<file path="config.mk">
export PLATFORM = sky130hd
export DESIGN_NAME = complex_fir_decimator_core
export DESIGN_NICKNAME = d
export VERILOG_FILES = /design/src/rtl/core/cfd_pkg.sv /design/src/rtl/core/cfd_ctrl.sv /design/src/rtl/core/cfd_dpath.sv /design/src/rtl/core/complex_fir_decimator_core.sv
export VERILOG_INCLUDE_DIRS = /design/src /design/src/rtl/core
export SDC_FILE = /design/constraint.sdc
export NUM_CORES = 2
export LEC_CHECK = 0
export BUFFER_PORTS_ARGS = -buffer_cell sky130_fd_sc_hd__buf_4
export CORE_ASPECT_RATIO = 1.4
export CORE_MARGIN = 2
export CORE_UTILIZATION = 35
export DETAILED_ROUTE_END_ITERATION = 16
export PLACE_DENSITY = 0.54
export SYNTH_ARGS = -nofsm -noshare
export SYNTH_HDL_FRONTEND = slang
export SYNTH_SLANG_ARGS = --single-unit
</file>
<file path="constraint.sdc">
create_clock -name clk -period 6.5 [get_ports clk]
set_input_delay 1.3 -clock clk [delete_from_list [all_inputs] [get_ports clk]]
set_output_delay 1.3 -clock clk [all_outputs]
set_load 0.005 [all_outputs]
</file>
<file path="src/rtl/core/assert_macros.svh">
// Assertion macros shared by the filter core.
`ifndef ASSERT_MACROS_SVH
`define ASSERT_MACROS_SVH
`ifndef SYNTH
// a holds in the same cycle as b
`define CFD_ASSERT_SAME(label, clk, rst_n, a, b) \
	label: assert property (@(posedge clk) disable iff (!rst_n) (a) |-> (b)) \
		else $error("same-cycle check failed");
// a in one cycle is followed by b in the next
`define CFD_ASSERT_NEXT(label, clk, rst_n, a, b) \
	label: assert property (@(posedge clk) disable iff (!rst_n) (a) |=> (b)) \
		else $error("next-cycle check failed");
`else
`define CFD_ASSERT_SAME(label, clk, rst_n, a, b)
`define CFD_ASSERT_NEXT(label, clk, rst_n, a, b)
`endif
`endif

</file>
<file path="src/rtl/core/cfd_pkg.sv">
// Types and constants of the complex decimating FIR core.
package cfd_pkg;

	// function code of an input request
	localparam logic FUNC_SAMPLE = 1'b0;
	localparam logic FUNC_TAP    = 1'b1;

	// configuration register indexes
	localparam logic [0:0] CFG_TAP_COUNT = 1'b0;
	localparam logic [0:0] CFG_DECIM     = 1'b1;

	localparam int CFG_DW = 7;

	typedef struct packed {
		logic               func;
		logic signed [15:0] sample_i;
		logic signed [15:0] sample_q;
		logic [5:0]         tap_index;
		logic signed [15:0] tap_value;
	} item_t;

	typedef struct packed {
		logic signed [15:0] out_i;
		logic signed [15:0] out_q;
	} result_t;

	typedef enum logic [2:0] {
		ST_IDLE,
		ST_MAC,
		ST_DRAIN,
		ST_ROUND,
		ST_DONE
	} state_t;

	// controller to datapath
	typedef struct packed {
		logic coef_wr;   // store one coefficient
		logic smp_wr;    // store one sample, clear accumulator
		logic mac_issue; // read one tap pair into the MAC pipe
		logic tap_ok;    // tap reaches a written sample
		logic round;     // round and saturate the sums
		logic load_out;  // move the result to the output register
	} cmd_t;

	// datapath to controller
	typedef struct packed {
		logic pipe_busy;
		logic out_free;
	} status_t;

endpackage

</file>
<file path="src/rtl/core/cfd_ctrl.sv">
// Controller: configuration, decimation phase, history fill and tap sequencing.
module cfd_ctrl #(
	parameter int NTAPS = 64
) (
	input  logic                         clk,
	input  logic                         arst_n,
	input  logic                         item_valid,
	output logic                         item_stall,
	input  logic                         func,
	input  logic                         cfg_we,
	input  logic [0:0]                   cfg_idx,
	input  logic [cfd_pkg::CFG_DW-1:0]   cfg_wdata,
	input  cfd_pkg::status_t             sts,
	output cfd_pkg::cmd_t                cmd,
	output logic [((NTAPS > 1) ? $clog2(NTAPS) : 1)-1:0] tap_addr
);

	localparam int AW   = (NTAPS > 1) ? $clog2(NTAPS) : 1;
	localparam int CNTW = ($clog2(NTAPS + 1) > 7) ? $clog2(NTAPS + 1) : 7;

	cfd_pkg::state_t state_q, state_d;

	logic [6:0]      tap_count_q;
	logic [4:0]      decim_q;
	logic [3:0]      phase_q;
	logic [3:0]      fac_m1;
	logic [CNTW-1:0] fill_q;
	logic [CNTW-1:0] taps_q;
	logic [CNTW-1:0] t_q;
	logic [CNTW-1:0] t_nxt;
	logic [CNTW-1:0] taps_eff;
	logic            accept;
	logic            smp_acc;

	assign item_stall = (state_q != cfd_pkg::ST_IDLE);
	assign accept     = item_valid && (state_q == cfd_pkg::ST_IDLE);
	assign smp_acc    = accept && (func == cfd_pkg::FUNC_SAMPLE);
	assign t_nxt      = t_q + CNTW'(1);
	assign tap_addr   = t_q[AW-1:0];

	// tap count limited to the delay line depth
	assign taps_eff = (32'(tap_count_q) > NTAPS) ? CNTW'(NTAPS) : CNTW'(tap_count_q);

	// last phase value: factor zero acts as one, above sixteen as sixteen
	always_comb begin
		if (decim_q == 5'd0) begin
			fac_m1 = 4'd0;
		end else if (decim_q > 5'd16) begin
			fac_m1 = 4'd15;
		end else begin
			fac_m1 = 4'(decim_q - 5'd1);
		end
	end

	// configuration registers
	always_ff @(posedge clk or negedge arst_n) begin
		if (!arst_n) begin
			tap_count_q <= 7'd64;
			decim_q     <= 5'd1;
		end else if (cfg_we) begin
			unique case (cfg_idx)
				cfd_pkg::CFG_TAP_COUNT: tap_count_q <= cfg_wdata[6:0];
				cfd_pkg::CFG_DECIM:     decim_q     <= cfg_wdata[4:0];
			endcase
		end
	end

	// sample bookkeeping and tap counter
	always_ff @(posedge clk or negedge arst_n) begin
		if (!arst_n) begin
			phase_q <= 4'd0;
			fill_q  <= '0;
			taps_q  <= '0;
			t_q     <= '0;
		end else begin
			if (smp_acc) begin
				if (fill_q != CNTW'(NTAPS)) begin
					fill_q <= fill_q + CNTW'(1);
				end
				phase_q <= (phase_q >= fac_m1) ? 4'd0 : phase_q + 4'd1;
				taps_q  <= taps_eff;
				t_q     <= '0;
			end else if (state_q == cfd_pkg::ST_MAC) begin
				t_q <= t_nxt;
			end
		end
	end

	// state register
	always_ff @(posedge clk or negedge arst_n) begin
		if (!arst_n) begin
			state_q <= cfd_pkg::ST_IDLE;
		end else begin
			state_q <= state_d;
		end
	end

	// next state and commands
	always_comb begin
		state_d = state_q;
		cmd     = '0;
		unique case (state_q)
			cfd_pkg::ST_IDLE: begin
				if (accept) begin
					if (func == cfd_pkg::FUNC_TAP) begin
						cmd.coef_wr = 1'b1;
					end else begin
						cmd.smp_wr = 1'b1;
						if (phase_q == 4'd0) begin
							state_d = (taps_eff == '0) ? cfd_pkg::ST_DRAIN : cfd_pkg::ST_MAC;
						end
					end
				end
			end
			cfd_pkg::ST_MAC: begin
				cmd.mac_issue = 1'b1;
				cmd.tap_ok    = (t_q < fill_q);
				if (t_nxt == taps_q) begin
					state_d = cfd_pkg::ST_DRAIN;
				end
			end
			cfd_pkg::ST_DRAIN: begin
				if (!sts.pipe_busy) begin
					state_d = cfd_pkg::ST_ROUND;
				end
			end
			cfd_pkg::ST_ROUND: begin
				cmd.round = 1'b1;
				state_d   = cfd_pkg::ST_DONE;
			end
			cfd_pkg::ST_DONE: begin
				if (sts.out_free) begin
					cmd.load_out = 1'b1;
					state_d      = cfd_pkg::ST_IDLE;
				end
			end
			default: begin
				state_d = cfd_pkg::ST_IDLE;
			end
		endcase
	end

endmodule

</file>
<file path="src/rtl/core/cfd_dpath.sv">
// Datapath: delay line and coefficient memories, MAC pipe, rounding, output register.
module cfd_dpath #(
	parameter int NTAPS = 64
) (
	input  logic                  clk,
	input  logic                  arst_n,
	input  cfd_pkg::item_t        item_data,
	input  cfd_pkg::cmd_t         cmd,
	input  logic [((NTAPS > 1) ? $clog2(NTAPS) : 1)-1:0] tap_addr,
	output cfd_pkg::status_t      sts,
	output logic                  res_valid,
	input  logic                  res_stall,
	output cfd_pkg::result_t      res_data
);

	localparam int AW   = (NTAPS > 1) ? $clog2(NTAPS) : 1;
	localparam int ACCW = 32 + AW;
	localparam logic [AW-1:0] LAST = AW'(NTAPS - 1);

	// rail sum scaled by 2^-15, rounded half away from zero, saturated
	function automatic logic signed [15:0] round_sat(input logic signed [ACCW-1:0] s);
		logic [ACCW-1:0] mag;
		logic [ACCW-1:0] rnd;
		logic [15:0]     r;
		mag = s[ACCW-1] ? (~s + ACCW'(1)) : s;
		rnd = (mag + ACCW'(16384)) >> 15;
		if (s[ACCW-1]) begin
			r = (rnd >= ACCW'(32768)) ? 16'h8000 : (~rnd[15:0] + 16'd1);
		end else begin
			r = (rnd > ACCW'(32767)) ? 16'h7fff : rnd[15:0];
		end
		return $signed(r);
	endfunction

	logic [31:0]              dl_mem [NTAPS];
	logic [15:0]              coef_mem [NTAPS];
	logic [AW-1:0]            wpos_q;
	logic [AW-1:0]            rd_q;
	logic [31:0]              smp_s1;
	logic signed [15:0]       coef_s1;
	logic                     v_s1;
	logic                     ok_s1;
	logic signed [31:0]       prod_i_s2;
	logic signed [31:0]       prod_q_s2;
	logic                     v_s2;
	logic signed [ACCW-1:0]   acc_i_q;
	logic signed [ACCW-1:0]   acc_q_q;
	logic signed [15:0]       rnd_i_q;
	logic signed [15:0]       rnd_q_q;
	logic                     res_valid_q;
	cfd_pkg::result_t         res_q;

	assign sts.pipe_busy = v_s1 || v_s2;
	assign sts.out_free  = !res_valid_q || !res_stall;
	assign res_valid     = res_valid_q;
	assign res_data      = res_q;

	// delay line memory: I in the upper half, Q in the lower
	always_ff @(posedge clk) begin
		if (cmd.smp_wr) begin
			dl_mem[wpos_q] <= {item_data.sample_i, item_data.sample_q};
		end
		if (cmd.mac_issue) begin
			smp_s1 <= dl_mem[rd_q];
		end
	end

	// coefficient memory, indexes past the depth are dropped
	always_ff @(posedge clk) begin
		if (cmd.coef_wr && (32'(item_data.tap_index) < NTAPS)) begin
			coef_mem[AW'(item_data.tap_index)] <= item_data.tap_value;
		end
		if (cmd.mac_issue) begin
			coef_s1 <= $signed(coef_mem[tap_addr]);
		end
	end

	// write and read pointers, read walks from newest to oldest
	always_ff @(posedge clk or negedge arst_n) begin
		if (!arst_n) begin
			wpos_q <= '0;
			rd_q   <= '0;
		end else if (cmd.smp_wr) begin
			wpos_q <= (wpos_q == LAST) ? '0 : wpos_q + AW'(1);
			rd_q   <= wpos_q;
		end else if (cmd.mac_issue) begin
			rd_q <= (rd_q == '0) ? LAST : rd_q - AW'(1);
		end
	end

	// MAC pipe valid flags
	always_ff @(posedge clk or negedge arst_n) begin
		if (!arst_n) begin
			v_s1  <= 1'b0;
			ok_s1 <= 1'b0;
			v_s2  <= 1'b0;
		end else begin
			v_s1  <= cmd.mac_issue;
			ok_s1 <= cmd.tap_ok;
			v_s2  <= v_s1;
		end
	end

	// products; taps beyond the written history count as zero
	always_ff @(posedge clk) begin
		if (v_s1) begin
			prod_i_s2 <= ok_s1 ? coef_s1 * $signed(smp_s1[31:16]) : 32'sd0;
			prod_q_s2 <= ok_s1 ? coef_s1 * $signed(smp_s1[15:0]) : 32'sd0;
		end
	end

	// accumulators
	always_ff @(posedge clk) begin
		if (cmd.smp_wr) begin
			acc_i_q <= '0;
			acc_q_q <= '0;
		end else if (v_s2) begin
			acc_i_q <= acc_i_q + ACCW'(prod_i_s2);
			acc_q_q <= acc_q_q + ACCW'(prod_q_s2);
		end
	end

	// rounding stage
	always_ff @(posedge clk) begin
		if (cmd.round) begin
			rnd_i_q <= round_sat(acc_i_q);
			rnd_q_q <= round_sat(acc_q_q);
		end
	end

	// output register
	always_ff @(posedge clk or negedge arst_n) begin
		if (!arst_n) begin
			res_valid_q <= 1'b0;
		end else if (cmd.load_out) begin
			res_valid_q <= 1'b1;
		end else if (!res_stall) begin
			res_valid_q <= 1'b0;
		end
	end

	always_ff @(posedge clk) begin
		if (cmd.load_out) begin
			res_q.out_i <= rnd_i_q;
			res_q.out_q <= rnd_q_q;
		end
	end

endmodule

</file>
<file path="src/rtl/core/complex_fir_decimator_core.sv">
// Top level of the complex decimating FIR core.
// Usage:
//   item channel (item_valid / item_stall / item_data): each request is either a
//   coefficient write (func = 1, tap_index / tap_value) or a complex sample
//   (func = 0, sample_i / sample_q). Both rails share the coefficients.
//   res channel (res_valid / res_stall / res_data): one filtered sample for
//   every decimation_factor-th input sample, starting with the first.
//   Config port (cfg_we / cfg_idx / cfg_wdata): index 0 tap_count, index 1
//   decimation_factor; write only while the core is idle.
// Timing:
//   Coefficient writes and samples that are decimated away do not raise item_stall.
//   An emitted sample holds item_stall high from its accepting edge while
//   min(tap_count, NTAPS) taps go one tap per cycle through the single shared
//   multiply-accumulate pipe, then through the drain, rounding and the output
//   load. res_valid rises as item_stall drops.
// Reset: unwritten history reads as zero, write position and phase clear,
//   tap_count = 64, decimation_factor = 1; coefficients must be loaded.
// Stall: a result held by res_stall stays in the output register; the core
//   keeps taking requests and only waits when the next result is ready.
`include "assert_macros.svh"

module complex_fir_decimator_core #(
	parameter int NTAPS = 64
) (
	input  logic                       clk,
	input  logic                       arst_n,
	input  logic                       item_valid,
	output logic                       item_stall,
	input  cfd_pkg::item_t             item_data,
	output logic                       res_valid,
	input  logic                       res_stall,
	output cfd_pkg::result_t           res_data,
	input  logic                       cfg_we,
	input  logic [0:0]                 cfg_idx,
	input  logic [cfd_pkg::CFG_DW-1:0] cfg_wdata
);

	localparam int AW = (NTAPS > 1) ? $clog2(NTAPS) : 1;

	cfd_pkg::cmd_t    cmd;
	cfd_pkg::status_t sts;
	logic [AW-1:0]    tap_addr;

	cfd_ctrl #(
		.NTAPS(NTAPS)
	) u_ctrl (
		.clk       (clk),
		.arst_n    (arst_n),
		.item_valid(item_valid),
		.item_stall(item_stall),
		.func      (item_data.func),
		.cfg_we    (cfg_we),
		.cfg_idx   (cfg_idx),
		.cfg_wdata (cfg_wdata),
		.sts       (sts),
		.cmd       (cmd),
		.tap_addr  (tap_addr)
	);

	cfd_dpath #(
		.NTAPS(NTAPS)
	) u_dpath (
		.clk      (clk),
		.arst_n   (arst_n),
		.item_data(item_data),
		.cmd      (cmd),
		.tap_addr (tap_addr),
		.sts      (sts),
		.res_valid(res_valid),
		.res_stall(res_stall),
		.res_data (res_data)
	);

	// a new result never overwrites one that is still waiting
	`CFD_ASSERT_SAME(a_load_free, clk, arst_n, cmd.load_out, sts.out_free)
	// no request is taken while taps are being issued
	`CFD_ASSERT_SAME(a_mac_stall, clk, arst_n, cmd.mac_issue, item_stall)
	// rounding only after the MAC pipe has drained
	`CFD_ASSERT_SAME(a_round_drained, clk, arst_n, cmd.round, !sts.pipe_busy)
	// a loaded result shows on the output next cycle
	`CFD_ASSERT_NEXT(a_load_valid, clk, arst_n, cmd.load_out, res_valid)

endmodule
</file>
Word level (Yosys, flattened, before mapping)

Memories as Yosys holds them, arrays and structs flattened. A register that Yosys moved wholly into a read port is not among the register bits.
Cells that the tools add are included.

Equality and inequality tests: 14
$mul: 2
Reduce and logical (&&, ||, !) cells: 18
Multiplexer cells: 40
Order comparisons: 8
Bitwise logic cells: 6
Add/sub/neg operators: 14

Operators with widths:

| kind                                                                                   | count |
|---|---|
| 16-bit two-way mux                                                                     | 6 |
| 38-bit by 15-bit adder with 38-bit output (second input constant)                      | 2 |
| 38-bit by 2-bit adder with 38-bit output (second input constant)                       | 2 |
| 38-bit by 32-bit adder with 38-bit output                                              | 2 |
| 38-bit two-way mux                                                                     | 2 |
| 38-bit inverter                                                                        | 2 |
| 16-bit by 16-bit multiplier with 32-bit output                                         | 2 |
| 23-bit by 16-bit greater-or-equal comparator with 1-bit output (second input constant) | 2 |
| 23-bit by 15-bit greater-than comparator with 1-bit output (second input constant)     | 2 |
| 16-bit by 1-bit adder with 16-bit output (second input constant)                       | 2 |
| 16-bit inverter                                                                        | 2 |
| 6-bit two-way mux                                                                      | 4 |
| 7-bit two-way mux                                                                      | 3 |
| 3-bit two-way mux                                                                      | 6 |
| 3-bit case mux with 5 select lines                                                     | 1 |
| 7-bit by 1-bit adder with 7-bit output (second input constant)                         | 2 |
| 4-bit two-way mux                                                                      | 3 |
| 1-bit two-way mux                                                                      | 11 |
| 2-bit inequality test (second input constant)                                          | 5 |
| 2-bit two-way mux                                                                      | 4 |
| 7-bit == test                                                                          | 1 |
| 7-bit greater-than comparator (second input constant)                                  | 1 |
| 7-bit logical NOT                                                                      | 1 |
| 7-bit < comparator                                                                     | 1 |
| other kinds (24)                                                                       | 33 |

Memories: 2
Bits in writable memories: 3,072
Word-level logic and storage cells: 125
Output and inout bits: 34
Bits in registers: 260

Memory list:

| name             | depth | width | rd ports | clocked after memory_dff | wr ports | RTL line        | source |
|---|---|---|---|---|---|---|---|
| u_dpath.dl_mem   | 64    | 32    | 1        | 1                        | 1        | cfd_dpath.sv:35 | `logic [31:0] dl_mem [NTAPS];` |
| u_dpath.coef_mem | 64    | 16    | 1        | 1                        | 1        | cfd_dpath.sv:36 | `logic [15:0] coef_mem [NTAPS];` |

Longest topological paths before layout

Depth in word-level cells: 8
Gate-level depth with buffers: 27
Mapped depth without buffers: 26

Cells and area by module

Synthesis repeated with hierarchy kept, for this count alone.

Cell total of the unflattened synthesis: 9,398
Area, all modules: 156,209.8 um^2

By module, submodules not included:

| module    | times used | cells each | area an instance (um^2) |
|---|---|---|---|
| cfd_dpath | 1          | 9,157      | 153,882.6 |
| cfd_ctrl  | 1          | 241        | 2,327.2 |

Least setup slack after synthesis

OpenSTA, ideal clock, no wires.

Path type: reg2reg
Start: reg u_dpath.smp_s1[4], read port of u_dpath.dl_mem
End: reg u_dpath.prod_q_s2[31] (data pin)
Library setup time: 0.255 ns
Cell stages (with the launch flop): 23
Arrival time: 6.273 ns
Period minus slack after synthesis: 6.528 ns
Required time: 6.245 ns
Buffers on the path: 1
Slack: -0.028 ns
Cells stage by stage: edfxtp_1 > clkbuf_1 > and2_1 > fa_1 > inv_1 > fa_1 > fa_1 > fa_1 > inv_1 > fa_1 > fa_1 > ha_1 > a21o_1 > a2111oi_0 > o31ai_1 > a31o_2 > a311oi_1 > o31ai_1 > a21o_1 > a31oi_1 > a21oi_1 > xnor2_1 > and2_1

Longest elaborated chain between the ends: 1

Ends and longest elaborated chain:

| element                                        | RTL line         | source |
|---|---|---|
| start: declaration                             | cfd_dpath.sv:39  | `logic [31:0] smp_s1;` |
| 16-bit by 16-bit multiplier with 32-bit output | cfd_dpath.sv:108 | `prod_q_s2 <= ok_s1 ? coef_s1 * $signed(smp_s1[15:0]) : 32'sd0;` |
| end signal: assignment                         | cfd_dpath.sv:108 |  |
| end: declaration                               | cfd_dpath.sv:44  | `logic signed [31:0] prod_q_s2;` |

No other way between the ends.
A chain may end at the register's enable or synchronous reset.

Worst setup path after layout

Start: reg u_dpath.coef_s1[6], read port of u_dpath.coef_mem
End: reg u_dpath.prod_q_s2[31] (data pin)

Longest elaborated chain between the ends: 1

Ends and longest elaborated chain:

| element                                        | RTL line         | source |
|---|---|---|
| start: declaration                             | cfd_dpath.sv:40  | `logic signed [15:0] coef_s1;` |
| 16-bit by 16-bit multiplier with 32-bit output | cfd_dpath.sv:108 |  |

No other way between the ends.

==> Flow_metrics.wiki <==
{| class="wikitable"
! Metric !! Value
|-
| Worst flop-to-flop path startpoint || u_dpath.coef_s1[6]
|-
| Async S/R FF share, synth || around 1.7%
|-
| Core Footprint || around 0.44 mm^2
|-
| Initial core utilization || 35.10%
|-
| CTS Buffer Depth || 4
|-
| Setup TNS || 0 ps
|-
| P&R area growth vs syn || 14.03%
|-
| # setup viols final || 0
|-
| Overflow left after global routing || 0
|-
| Hold_buf cts || 0
|-
| Die Height || 791.3 um
|-
| Number of routed nets with antenna violations || 0
|-
| Number of warnings issued by yosys || 0
|-
| Syn Inst Count || roughly 8600
|-
| Final Wtd Congestion || 0.8277
|-
| Total of flip-flops plus latches after synthesis || approximately 3400
|-
| Final #Nets || 9914
|-
| Critical path's largest stage delay || 550 ps
|-
| Proportion of synthesized chip area in sequential cells || 64.82%
|-
| Count of final max-slew check failures || 0
|-
| Total via count after detailed routing || 79160
|-
| Predominant post-synthesis flop cell || sky130_fd_sc_hd__edfxtp_1
|-
| Io pins || 102
|-
| Min Clock Period, post-route || 6433 ps
|-
| Clock tree from TritonCTS || done
|-
| Pin count of the biggest net entering global routing || 120
|-
| Clock insertion delay at the later pin of the skew report || ~980 ps
|-
| Top-area cell type share of the netlist area || 62.94%
|-
| First-pass GRT wire length || 571200 um
|-
| Number of buffers inserted during clock tree synthesis || ~340
|-
| Final period utilization || 98.97%
|-
| Endpoint of the worst-slack reg-to-reg timing path || u_dpath.prod_q_s2[31]
|-
| Critical path launch point type || flip-flop
|-
| Crit path capture type || flip-flop
|-
| Number of distinct standard cells referenced by the synthesized netlist || 88
|-
| Clock sink count || 3380
|-
| Detailed-route wire length || between 300000 and 400000 um
|-
| Quantity of I/O buffers inserted on ports || 101
|-
| DRC violation count after routing || 0
|-
| Via density || 5.206
|-
| Cell-by-cell trace of the critical path || buf_6, and2_1, fa_1, inv_1, fa_1, fa_1, fa_1, inv_1, fa_1, fa_1, ha_4, a21o_1, a2111oi_4, o31ai_2, a31o_2, a311oi_2, o31ai_1, a21o_1, a31oi_4, a21oi_2, xnor2_1, and2_1
|-
| Commonest non-fill, non-tap cell in the layout || sky130_fd_sc_hd__edfxtp_1
|-
| WP data arrival || 7130 ps
|-
| Count of max-cap constraint violations || 0
|-
| Slack of the worst reg-to-reg path || 70 ps
|-
| Wire length per cell || between 20 and 30 um
|-
| Die outline width || 566.4 um
|-
| Area contributors post-synth || sky130_fd_sc_hd__edfxtp_1 (63%), sky130_fd_sc_hd__mux4_2 (15%), sky130_fd_sc_hd__fa_1 (6.8%)
|-
| Root buffer cell || sky130_fd_sc_hd__clkbuf_16
|-
| Number of levels in the clock H-tree || 5
|-
| Number of enable-type register cells in the synthesized netlist || 3248
|-
| Critical path class || reg2reg
|-
| Footprint of the flip-flops and latches || 0.1005 mm^2
|-
| Vias in the first global route || 84030
|-
| HPWL Detailed || 246600 um
|-
| Global routing usage summed across all routing layers || 17.11%
|-
| Die Area || 0.4482 mm^2
|-
| DRC marker count from the first detailed-route iteration || 6352
|-
| Multi-input gate area in the final layout || around 0.051 mm^2
|-
| Cell area after synthesis || 0.1550 mm^2
|-
| Count of cells along the worst register-to-register path || 22
|-
| Clock transition at the register clock pins on the worst setup and hold paths after CTS || 60 ps
|-
| Detailed-routing iteration count for the pre-antenna-repair pass || 6
|-
| Count of endpoints failing hold in the final timing report || 0
|-
| Net count after synthesis || 9500
|-
| Critical path fanouts, max || 3
|-
| Run status || complete, no violations
|-
| Syn Area/Cell || 17.93 um^2
|-
| Worst hold-check path type || in2async
|-
| Number of placement rows || 289
|-
| Antenna violations before repair || 39
|-
| Headroom to the max-slew limit || 20.81%
|-
| Most area-hungry cell type in the Yosys netlist || sky130_fd_sc_hd__edfxtp_1
|-
| Share of final-layout standard cells stronger than drive strength 1 || 23.43%
|-
| Fin Clk Skew || between 60 and 70 ps
|-
| Transition time of the tightest slew-check pin || 1185 ps
|-
| Number of fill cells in the layout || 39300
|-
| Unrepaired setup endpoints after global routing || yes
|-
| Critical path's slowest cell || sky130_fd_sc_hd__fa_1
|-
| Crit path top cell by count || sky130_fd_sc_hd__fa_1
|-
| Most used cells in the layout excluding fill and tap cells || sky130_fd_sc_hd__edfxtp_1 (3248), sky130_fd_sc_hd__mux4_2 (1008), sky130_fd_sc_hd__inv_1 (645)
|-
| Fmax || 0.1554 GHz
|-
| Critical path required time || 7200 ps
|}
==> worst max-delay path: cells and delay by family (launching register included) <==
kind	cells	cell delay, ps
adder cells (fa/ha/maj)	7	3210
AO/OA/AOI/OAI	9	1870
flip-flops	1	420
AND/OR/NAND/NOR	2	320
buffers and inverters	3	270
XOR/XNOR	1	120
==> Yosys cell counts, types with 53 or more instances <==
master,count
sky130_fd_sc_hd__a21o_1,65
sky130_fd_sc_hd__a21oi_1,152
sky130_fd_sc_hd__and2_1,300
sky130_fd_sc_hd__buf_1,77
sky130_fd_sc_hd__clkbuf_1,331
sky130_fd_sc_hd__dfrtp_1,54
sky130_fd_sc_hd__dfxtp_1,76
sky130_fd_sc_hd__edfxtp_1,3248
sky130_fd_sc_hd__fa_1,526
sky130_fd_sc_hd__ha_1,263
sky130_fd_sc_hd__inv_1,652
sky130_fd_sc_hd__mux4_2,1008
sky130_fd_sc_hd__nand2_1,421
sky130_fd_sc_hd__nand2b_1,53
sky130_fd_sc_hd__nand3_1,75
sky130_fd_sc_hd__nor2_1,343
sky130_fd_sc_hd__nor3_1,78
sky130_fd_sc_hd__o21ai_0,157
sky130_fd_sc_hd__xnor2_1,138
sky130_fd_sc_hd__xor2_1,56
==> per-stage QoR <==
step | cell area (um^2) | utilization [%] | worst slack, ps | hold WS (ps) | instances
after global placement | 165000 | 37.38 | -367.9 | 408.0 | 14510
after floorplan | 155000 | - | 25.56 | 400.3 | 8643
after global routing | 176700 | 40.02 | -172.6 | 426.5 | 15190
after CTS | 176000 | 39.87 | 5.641 | 358.1 | 15130
after detailed placement | 165000 | 37.38 | -304.1 | 404.5 | 14510
final | 176700 | 40.03 | 66.98 | 407.9 | 15210
==> cells by family after synthesis <==
family | synth area share, %
flops | 64.82
simple gates | 4.845
mux | 15.12
buf+inv | 2.623
fa+ha+maj | 8.925
compound gates | 2.572
xor+xnor | 1.096
==> worst max-delay path by stage <==
stage	start	end	slack, ps	depth (start not counted)
2_1_floorplan	u_dpath.smp_s1[4]	u_dpath.prod_q_s2[31]	30	22
3_3_place_gp	u_dpath.coef_s1[8]	u_dpath.prod_q_s2[31]	-370	22
3_5_place_dp	u_dpath.coef_s1[8]	u_dpath.prod_q_s2[31]	-300	22
4_1_cts	u_dpath.coef_s1[6]	u_dpath.prod_q_s2[24]	6	25
5_1_grt	u_dpath.coef_s1[6]	u_dpath.prod_q_s2[31]	-170	22
6_report	u_dpath.coef_s1[6]	u_dpath.prod_q_s2[31]	70	22
==> cell type report <==
class | instances | share of cell area, %
multi-input combinational | 4189 | 29.06
inverter | 654 | 1.393
antenna | 58 | 0.08213
clock buffer | 415 | 4.997
clock inverter | 193 | 1.143
tap | 5820 | 4.121
timing repair buffer | 496 | 2.340
sequential | 3380 | 56.87
==> state kept, by name, summed over array words and instances, names as in the netlist, 7 cells and up <==
register / count
u_dpath.res_data: 32
u_dpath.dl_mem: 2048
u_dpath.coef_mem: 1024
u_ctrl.tap_count_q: 7
u_dpath.rnd_i_q: 16
u_dpath.smp_s1: 32
u_ctrl.t_q: 7
u_dpath.rnd_q_q: 16
u_dpath.coef_s1: 16
u_dpath.acc_q_q: 38
u_dpath.prod_q_s2: 32
u_dpath.prod_i_s2: 32
u_ctrl.fill_q: 7
u_ctrl.taps_q: 7
u_dpath.acc_i_q: 38
==> repair_timing <==
item | in CTS | in global routing
gates resized for setup | 15 | 86
setup endpoints to repair | 14 | 20
setup buffers | 9 | 16
pin swaps | 12 | 63
cloned | 0 | 1
==> per-layer routing <==
layer | global-route usage [%] | part of all wire, % | vias up
met5 | 0 | 0.0018 | -
met4 | 5.365 | 3.4 | 2
met3 | 1.849 | 4.0 | 510
met2 | 30.35 | 52 | 1853
met1 | 21.97 | 41 | 42620
li1 | - | - | 34170
Power is left out: the tool's default activity adds up to more than one toggle a clock period on the data nets, which glitch-free logic cannot reach.
